### src/hw/rtl/sfr_pkg.sv
// Types and constants shared by the sensor frame receiver modules
package sfr_pkg;

    localparam logic [1:0] CMD_ARM  = 2'd0;
    localparam logic [1:0] CMD_BYTE = 2'd1;
    localparam logic [1:0] CMD_TICK = 2'd2;

    localparam logic [7:0]  START_BYTE      = 8'hEF;
    localparam logic [7:0]  SECOND_BYTE     = 8'h01;
    localparam logic [15:0] TIMEOUT_DEFAULT = 16'd1000;

    typedef enum logic [2:0] {
        ST_BUSY     = 3'd0,
        ST_OK       = 3'd1,
        ST_CSUM_ERR = 3'd2,
        ST_TIMEOUT  = 3'd3,
        ST_BAD_LEN  = 3'd4
    } t_status;

    typedef enum logic [1:0] {
        K_ARM  = 2'd0,
        K_BYTE = 2'd1,
        K_TICK = 2'd2
    } t_kind;

    typedef struct packed {
        logic [1:0] command;
        logic [7:0] rx_byte;
    } t_in_item;

    typedef struct packed {
        logic [7:0]  byte_value;
        logic [16:0] byte_index;
        logic        last;
        t_status     status;
    } t_out_item;

    typedef struct packed {
        t_kind      kind;
        logic [7:0] data;
        logic       is_start;
        logic       is_second;
    } t_op;

endpackage

### src/hw/rtl/sfr_front.sv
// Front end: accept items, classify them, queue valid ones for back end
module sfr_front (
    input  logic            i_clk,
    input  logic            i_rst_n,
    input  logic            push,
    output logic            full,
    input  sfr_pkg::t_in_item i_item,
    output logic            o_op_valid,
    output sfr_pkg::t_op    o_op,
    input  logic            i_op_take
);

    sfr_pkg::t_op r_q [2];
    logic         r_wp, r_rp;
    logic [1:0]   r_cnt;
    logic         n_wp, n_rp;
    logic [1:0]   n_cnt;
    logic         accept, keep;
    sfr_pkg::t_op op_in;

    assign full       = (r_cnt == 2'd2);
    assign accept     = push && !full;
    assign o_op_valid = (r_cnt != 2'd0);
    assign o_op       = r_q[r_rp];

    always_comb begin
        op_in.data      = i_item.rx_byte;
        op_in.is_start  = (i_item.rx_byte == sfr_pkg::START_BYTE);
        op_in.is_second = (i_item.rx_byte == sfr_pkg::SECOND_BYTE);
        op_in.kind      = sfr_pkg::K_ARM;
        keep            = 1'b1;
        unique case (i_item.command)
            sfr_pkg::CMD_ARM:  op_in.kind = sfr_pkg::K_ARM;
            sfr_pkg::CMD_BYTE: op_in.kind = sfr_pkg::K_BYTE;
            sfr_pkg::CMD_TICK: op_in.kind = sfr_pkg::K_TICK;
            default:           keep       = 1'b0;
        endcase
    end

    always_comb begin
        n_wp  = r_wp;
        n_rp  = r_rp;
        n_cnt = r_cnt;
        if (accept && keep) begin
            n_wp = ~r_wp;
        end
        if (i_op_take && o_op_valid) begin
            n_rp = ~r_rp;
        end
        n_cnt = r_cnt + 2'(accept && keep) - 2'(i_op_take && o_op_valid);
    end

    always_ff @(posedge i_clk) begin
        if (accept && keep) begin
            r_q[r_wp] <= op_in;
        end
    end

    always_ff @(posedge i_clk) begin
        if (!i_rst_n) begin
            r_wp  <= 1'b0;
            r_rp  <= 1'b0;
            r_cnt <= 2'd0;
        end else begin
            r_wp  <= n_wp;
            r_rp  <= n_rp;
            r_cnt <= n_cnt;
        end
    end

endmodule

### src/hw/rtl/sfr_back.sv
// Back end: frame state, checksum, timer and the result queue
module sfr_back (
    input  logic              i_clk,
    input  logic              i_rst_n,
    input  logic              i_cfg_we,
    input  logic [15:0]       i_cfg_wdata,
    input  logic              i_op_valid,
    input  sfr_pkg::t_op      i_op,
    output logic              o_op_take,
    output logic              empty,
    input  logic              pop,
    output sfr_pkg::t_out_item o_result
);

    logic        r_armed, n_armed;
    logic [16:0] r_count, n_count;
    logic [15:0] r_len, n_len;
    logic [15:0] r_sum, n_sum;
    logic [7:0]  r_chk, n_chk;
    logic [15:0] r_elapsed, n_elapsed;
    logic [15:0] r_timeout;

    sfr_pkg::t_out_item r_oq [2];
    logic               r_owp, r_orp;
    logic [1:0]         r_ocnt;
    logic               res_valid, out_pop;
    sfr_pkg::t_out_item res;

    logic [16:0] idx;
    logic [7:0]  b;
    logic [15:0] len_eff;
    logic [16:0] lim6, lim7, lim8;
    logic [15:0] tick_next;

    assign o_op_take = i_op_valid && (r_ocnt != 2'd2);
    assign empty     = (r_ocnt == 2'd0);
    assign out_pop   = pop && !empty;
    assign o_result  = r_oq[r_orp];

    assign idx       = r_count;
    assign b         = i_op.data;
    assign len_eff   = (r_count == 17'd8) ? {r_len[15:8], b} : r_len;
    assign lim6      = {1'b0, len_eff} + 17'd6;
    assign lim7      = {1'b0, r_len} + 17'd7;
    assign lim8      = {1'b0, r_len} + 17'd8;
    assign tick_next = (r_elapsed == 16'hFFFF) ? r_elapsed : r_elapsed + 16'd1;

    always_comb begin
        n_armed   = r_armed;
        n_count   = r_count;
        n_len     = r_len;
        n_sum     = r_sum;
        n_chk     = r_chk;
        n_elapsed = r_elapsed;
        res_valid = 1'b0;
        res       = '0;
        if (o_op_take) begin
            unique case (i_op.kind)
                sfr_pkg::K_ARM: begin
                    n_armed   = 1'b1;
                    n_count   = '0;
                    n_len     = '0;
                    n_sum     = '0;
                    n_chk     = '0;
                    n_elapsed = '0;
                end
                sfr_pkg::K_BYTE: begin
                    if (r_armed) begin
                        if (idx == 17'd0) begin
                            if (i_op.is_start) begin
                                n_count        = 17'd1;
                                n_elapsed      = '0;
                                res_valid      = 1'b1;
                                res.byte_value = b;
                            end
                        end else if (idx == 17'd1 && !i_op.is_second) begin
                            n_count   = '0;
                            n_len     = '0;
                            n_sum     = '0;
                            n_chk     = '0;
                            n_elapsed = '0;
                            if (i_op.is_start) begin
                                n_count        = 17'd1;
                                res_valid      = 1'b1;
                                res.byte_value = b;
                            end
                        end else begin
                            if (idx == 17'd7) begin
                                n_len = {b, 8'h00};
                            end else if (idx == 17'd8) begin
                                n_len = len_eff;
                            end
                            res_valid      = 1'b1;
                            res.byte_value = b;
                            res.byte_index = idx;
                            if (idx == 17'd8 && len_eff < 16'd2) begin
                                n_armed    = 1'b0;
                                n_count    = '0;
                                n_len      = '0;
                                n_sum      = '0;
                                n_chk      = '0;
                                n_elapsed  = '0;
                                res.last   = 1'b1;
                                res.status = sfr_pkg::ST_BAD_LEN;
                            end else begin
                                if (idx >= 17'd6 && (idx <= 17'd8 || idx <= lim6)) begin
                                    n_sum = r_sum + {8'h00, b};
                                end
                                if (idx >= 17'd9 && idx == lim7) begin
                                    n_chk = b;
                                end
                                if (idx >= 17'd9 && idx == lim8) begin
                                    n_armed    = 1'b0;
                                    n_count    = '0;
                                    n_len      = '0;
                                    n_sum      = '0;
                                    n_chk      = '0;
                                    n_elapsed  = '0;
                                    res.last   = 1'b1;
                                    res.status = ({r_chk, b} == r_sum) ? sfr_pkg::ST_OK
                                                                       : sfr_pkg::ST_CSUM_ERR;
                                end else begin
                                    n_count = idx + 17'd1;
                                end
                            end
                        end
                    end
                end
                sfr_pkg::K_TICK: begin
                    if (r_armed) begin
                        n_elapsed = tick_next;
                        if (tick_next >= r_timeout) begin
                            n_armed    = 1'b0;
                            n_count    = '0;
                            n_len      = '0;
                            n_sum      = '0;
                            n_chk      = '0;
                            n_elapsed  = '0;
                            res_valid  = 1'b1;
                            res.last   = 1'b1;
                            res.status = sfr_pkg::ST_TIMEOUT;
                        end
                    end
                end
                default: ;
            endcase
        end
    end

    always_ff @(posedge i_clk) begin
        if (res_valid) begin
            r_oq[r_owp] <= res;
        end
    end

    always_ff @(posedge i_clk) begin
        if (!i_rst_n) begin
            r_armed   <= 1'b0;
            r_count   <= '0;
            r_len     <= '0;
            r_sum     <= '0;
            r_chk     <= '0;
            r_elapsed <= '0;
            r_timeout <= sfr_pkg::TIMEOUT_DEFAULT;
            r_owp     <= 1'b0;
            r_orp     <= 1'b0;
            r_ocnt    <= 2'd0;
        end else begin
            r_armed   <= n_armed;
            r_count   <= n_count;
            r_len     <= n_len;
            r_sum     <= n_sum;
            r_chk     <= n_chk;
            r_elapsed <= n_elapsed;
            if (i_cfg_we) begin
                r_timeout <= i_cfg_wdata;
            end
            if (res_valid) begin
                r_owp <= ~r_owp;
            end
            if (out_pop) begin
                r_orp <= ~r_orp;
            end
            r_ocnt <= r_ocnt + 2'(res_valid) - 2'(out_pop);
        end
    end

endmodule

### src/hw/rtl/sensor_frame_receiver.sv
// Top level of the sensor frame receiver
//
//   channel   direction  handshake              payload
//   input     in         push / full            i_item   (command, rx_byte)
//   result    out        empty / pop            o_result (byte_value, byte_index, last, status)
//   config    in         i_cfg_we               i_cfg_wdata (timeout_ticks)
//
// One item per cycle while full is low; an item is queued, then its result is queued.
// The front queue and the result queue hold two items each and set the stall points.
// Reset clears both queues, the frame state and the timer; timeout_ticks returns to 1000.
// Pop held low stops input only once both queues fill.
module sensor_frame_receiver (
    input  logic               i_clk,
    input  logic               i_rst_n,
    input  logic               push,
    output logic               full,
    input  sfr_pkg::t_in_item  i_item,
    output logic               empty,
    input  logic               pop,
    output sfr_pkg::t_out_item o_result,
    input  logic               i_cfg_we,
    input  logic [15:0]        i_cfg_wdata
);

    logic         op_valid, op_take;
    sfr_pkg::t_op op;

    sfr_front u_front (
        .i_clk      (i_clk),
        .i_rst_n    (i_rst_n),
        .push       (push),
        .full       (full),
        .i_item     (i_item),
        .o_op_valid (op_valid),
        .o_op       (op),
        .i_op_take  (op_take)
    );

    sfr_back u_back (
        .i_clk       (i_clk),
        .i_rst_n     (i_rst_n),
        .i_cfg_we    (i_cfg_we),
        .i_cfg_wdata (i_cfg_wdata),
        .i_op_valid  (op_valid),
        .i_op        (op),
        .o_op_take   (op_take),
        .empty       (empty),
        .pop         (pop),
        .o_result    (o_result)
    );

endmodule

### config.mk
export PLATFORM = sky130hd
export DESIGN_NAME = sensor_frame_receiver
export DESIGN_NICKNAME = d
export VERILOG_FILES = /design/src/hw/rtl/sfr_pkg.sv /design/src/hw/rtl/sfr_front.sv /design/src/hw/rtl/sfr_back.sv /design/src/hw/rtl/sensor_frame_receiver.sv
export SDC_FILE = /design/constraint.sdc
export NUM_CORES = 1
export LEC_CHECK = 0
export BUFFER_PORTS_ARGS = -buffer_cell sky130_fd_sc_hd__buf_2
export CORE_MARGIN = 4
export CORE_UTILIZATION = 65
export CTS_CLUSTER_SIZE = 24
export DETAILED_ROUTE_END_ITERATION = 8
export GPL_TIMING_DRIVEN = 1
export HOLD_SLACK_MARGIN = 0.15
export PLACE_DENSITY = 0.88
export SYNTH_ARGS = -nofsm -noshare
export SYNTH_HDL_FRONTEND = slang
export SYNTH_SLANG_ARGS = --single-unit
### constraint.sdc
create_clock -name i_clk -period 10 [get_ports i_clk]
set_input_delay 2 -clock i_clk [delete_from_list [all_inputs] [get_ports i_clk]]
set_output_delay 2 -clock i_clk [all_outputs]
set_load 0.03 [all_outputs]
==> summary.md <==
| Metric | Value |
|---|---|
| Diode count | `0` |
| Min Clock Period, post-route | `5840 ps` |
| Power after layout | `2.15 mW` |
| Run status | `finished, final reports clean` |
| Synth-to-layout area growth | `9.89%` |
| Type of origin of the critical path | `flop` |
| Leading area contributor after synthesis | `sky130_fd_sc_hd__edfxtp_1` |
| TritonCTS clock tree | `yes` |
| Clock root buffer | `sky130_fd_sc_hd__clkbuf_16` |
| Final net count | `1226` |
| GPL Wtd Cong | `1.00` |
| MaxCap Viol Count | `0` |
| Endpoint required time on the critical path | `10320 ps` |
| Asr flop ratio synth | `0%` |
| Complex-gate fraction of the synthesized area | `12.2%` |
| Number of design-rule violations left by the first detailed-router iteration | `1040` |
| Setup repair after global routing missed its margin | `no` |
| Sequential area share after synthesis | `42.7%` |
| Worst-path fanout max | `24` |
| Multiplexer share of the synthesized area | `6.51%` |
| Mean instance size in the synthesized netlist | `9.47 µm²` |
| First-pass GRT wire length | `42500 µm` |
| Yosys warning total | `0` |
| Kind of path behind the tightest hold check | `reg2reg` |
| Final hold vios | `0` |
| Die Area | `18200 µm²` |
| Resized Gates After CTS | `0` |
| Final setup violation count | `0` |
| Number of port buffers | `61` |
| Reg clk slew, reported paths | `80 ps` |
| Max-slew violations | `0` |
| Antenna violations before repair | `0` |
| Setup TNS | `0 ps` |
| Pin count of the biggest net entering global routing | `58` |
| Source of the critical timing path | `u_back.idx[8]` |
| Ratio of final minimum period to clock period | `58.4%` |
| LEAKAGE | `4.31 nW` |
| Worst-case vdd ir drop | `199 µV` |
| Final Util | `72.6%` |
| First-pass iteration count of the detailed router | `5` |
| Count of buffers added by post-CTS timing repair for setup | `0` |
| Number of distinct library cells after synthesis | `71` |
| Count of vias placed by the detailed router | `8768` |
| Number of enable-type register cells in the synthesized netlist | `82` |
| Footprint of the flip-flops and latches | `4460 µm²` |
| # H-tree levels | `4` |
| Core ar. | `15800 µm²` |
| Final-layout fill cell count | `1047` |
| Clock latency of the later-clocked register in the worst-skew pair | `440 ps` |
| Cell area after synthesis | `10500 µm²` |
| Multi-input combinational cell area | `5560 µm²` |
| DRC violations left | `0` |
| Kind of critical path | `reg2reg` |
| Endpoint arrival time on the critical path | `6160 ps` |
| Top cell types by occurrence after synthesis | `sky130_fd_sc_hd__dfxtp_1 (100), sky130_fd_sc_hd__nand2_1 (100), sky130_fd_sc_hd__nor2_1 (97), sky130_fd_sc_hd__edfxtp_1 (82), sky130_fd_sc_hd__xnor2_1 (63)` |
| All-layer global routing usage | `29.3%` |
| Transition time at the pin with the least slew margin | `1040 ps` |
| Detailed Route WL | `26400 µm` |
| Main synth FF type | `sky130_fd_sc_hd__dfxtp_1` |
| Remaining antenna violation count | `0` |
| Detailed placer's ending HPWL | `18600 µm` |
| Total congestion overflow after global routing | `0` |
| I/O pins | `62` |
| Effective utilization at floorplan | `66.1%` |
| Final worst clock skew | `11.7 ps` |
| Die outline width | `135 µm` |
| Ratio of total power to cell area | `187 nW/µm²` |
| CTS hold repair buffers | `0` |
| Most area-consuming cells after synthesis | `sky130_fd_sc_hd__edfxtp_1 (24%), sky130_fd_sc_hd__dfxtp_1 (19%), sky130_fd_sc_hd__ha_1 (6.6%)` |
| Maximum count of clock buffers along a single path | `2` |
| Worst reg2reg startpoint | `u_back.idx[8]` |
| Top-area cell type share of the netlist area | `23.5%` |
| Post-synthesis sequential element count | `182` |
| Area share of fa/ha/maj cells after synthesis | `6.77%` |
| Ratio of cells with drive above 1 in the final layout | `13.7%` |
| Peak clock frequency supported by timing | `171 MHz` |
| Max_slew headroom | `30.8%` |
| Nature of the critical path endpoint | `flop` |
| Synth Instances | `1104` |
| Floorplan die height | `135 µm` |
| Simple-gate share of the synthesized area | `20.1%` |
| Number of placement rows | `46` |
| CTS Buf Count | `17` |
| Routed via count divided by cell count | `6.41` |
| Via count of the first global-routing pass | `8342` |
| Share of the synthesized netlist area taken by xor and xnor gates | `7.45%` |
| Total nets after synthesis | `1191` |
| Hold_sp | `u_back.r_sum[3]` |
| Number of sinks driven by the clock tree | `182` |
| Drt wl/cell | `19.3 µm` |
| Largest family of logic cells by synthesized area | `simple AND/OR/NAND/NOR gates` |
cell usage in the layout, fill, tap and decap left out, types with 8 or more instances in the layout:
cell and count:
sky130_fd_sc_hd__a211oi_1 8, sky130_fd_sc_hd__a21oi_1 43, sky130_fd_sc_hd__and2_1 20, sky130_fd_sc_hd__and3_1 8, sky130_fd_sc_hd__buf_2 61, sky130_fd_sc_hd__buf_4 12
sky130_fd_sc_hd__clkbuf_16 17, sky130_fd_sc_hd__dfxtp_1 100, sky130_fd_sc_hd__edfxtp_1 82, sky130_fd_sc_hd__ha_1 55, sky130_fd_sc_hd__inv_1 53, sky130_fd_sc_hd__mux2_2 30
sky130_fd_sc_hd__mux2i_1 30, sky130_fd_sc_hd__nand2_1 100, sky130_fd_sc_hd__nand3_1 43, sky130_fd_sc_hd__nand4_1 36, sky130_fd_sc_hd__nor2_1 97, sky130_fd_sc_hd__nor2b_1 12
sky130_fd_sc_hd__nor3_1 20, sky130_fd_sc_hd__nor4_1 25, sky130_fd_sc_hd__o211ai_1 15, sky130_fd_sc_hd__o21a_1 11, sky130_fd_sc_hd__o21ai_0 19, sky130_fd_sc_hd__o22ai_1 19
sky130_fd_sc_hd__o2bb2ai_1 18, sky130_fd_sc_hd__or3_1 16, sky130_fd_sc_hd__xnor2_1 63, sky130_fd_sc_hd__xor2_1 26
power breakdown:
| group | switching [mW] | leakage, nW | total (mW) | internal [mW] |
|---|---|---|---|---|
| clock network | 0.326 | 0.291 | 0.685 | 0.359 |
| registers | 0.0319 | 1.59 | 0.848 | 0.816 |
| logic | 0.406 | 2.43 | 0.615 | 0.209 |
kinds of logic after synthesis:
| logic type | Yosys count |
|---|---|
| compound gates | 184 |
| xor+xnor | 89 |
| fa+ha+maj | 56 |
| buf+inv | 111 |
| flops | 182 |
| mux | 63 |
| simple gates | 419 |
path summary, 6_finish.rpt:
path / end / slack [ps] / cells past startpoint
setup / recovery: u_back.r_sum[6] / 4160 / 17
hold / removal: u_back.r_sum[3] / 470 / 2
setup reg to reg: u_back.r_sum[6] / 4160 / 17
hold reg to reg: u_back.r_sum[3] / 470 / 2
area by class of cell:
class / instances / area share [%]
multi-input cells: 811 / 48.3
well taps: 216 / 2.35
flip-flops and latches: 182 / 38.8
clock buffers: 17 / 3.70
clock inverters: 15 / 1.57
repair buffers: 73 / 3.44
inverters: 54 / 1.76
metrics by stage:
step	hold WS (ps)	cell area (µm²)	worst slack, ps	cells
6_report	471	11500	4160	1368
5_1_grt	501	11500	3650	1368
4_1_cts	471	11500	4260	1368
3_5_place_dp	461	10900	4290	1336
3_3_place_gp	446	10900	4540	1336
2_1_floorplan	439	10500	4600	1104
worst max-delay path: stages (launching register included):
cell,delay [ps]
sky130_fd_sc_hd__dfxtp_1,400
sky130_fd_sc_hd__nor4_1,570
sky130_fd_sc_hd__and4_1,340
sky130_fd_sc_hd__nand3_1,630
sky130_fd_sc_hd__nor2_1,280
sky130_fd_sc_hd__a21oi_1,100
sky130_fd_sc_hd__ha_1,320
sky130_fd_sc_hd__or2_2,360
sky130_fd_sc_hd__nor3_1,220
sky130_fd_sc_hd__xnor2_1,90
sky130_fd_sc_hd__ha_1,280
sky130_fd_sc_hd__and4_1,220
sky130_fd_sc_hd__o2111ai_1,170
sky130_fd_sc_hd__a2111oi_0,370
sky130_fd_sc_hd__or3_1,160
sky130_fd_sc_hd__a41o_1,470
sky130_fd_sc_hd__a21o_1,390
sky130_fd_sc_hd__mux2_4,330
sequential cells by signal, indices dropped and copies added (netlist names), 8 cells and up, named ones only:
signal / flops
u_back.r_oq: 58
u_front.r_q: 24
u_back.idx: 17
u_back.r_elapsed: 16
u_back.r_len: 16
u_back.r_sum: 16
u_back.r_timeout: 16
u_back.r_chk: 8
routing by layer:
layer	global-route usage [%]	up-vias	wire length [µm]
met1	39.4	4083	10800
met4	10.5	0	659
li1	-	4098	-
met5	0	-	0
met3	5.59	74	2450
met2	47.7	513	12500
Power figures use the tool's default switching activity.
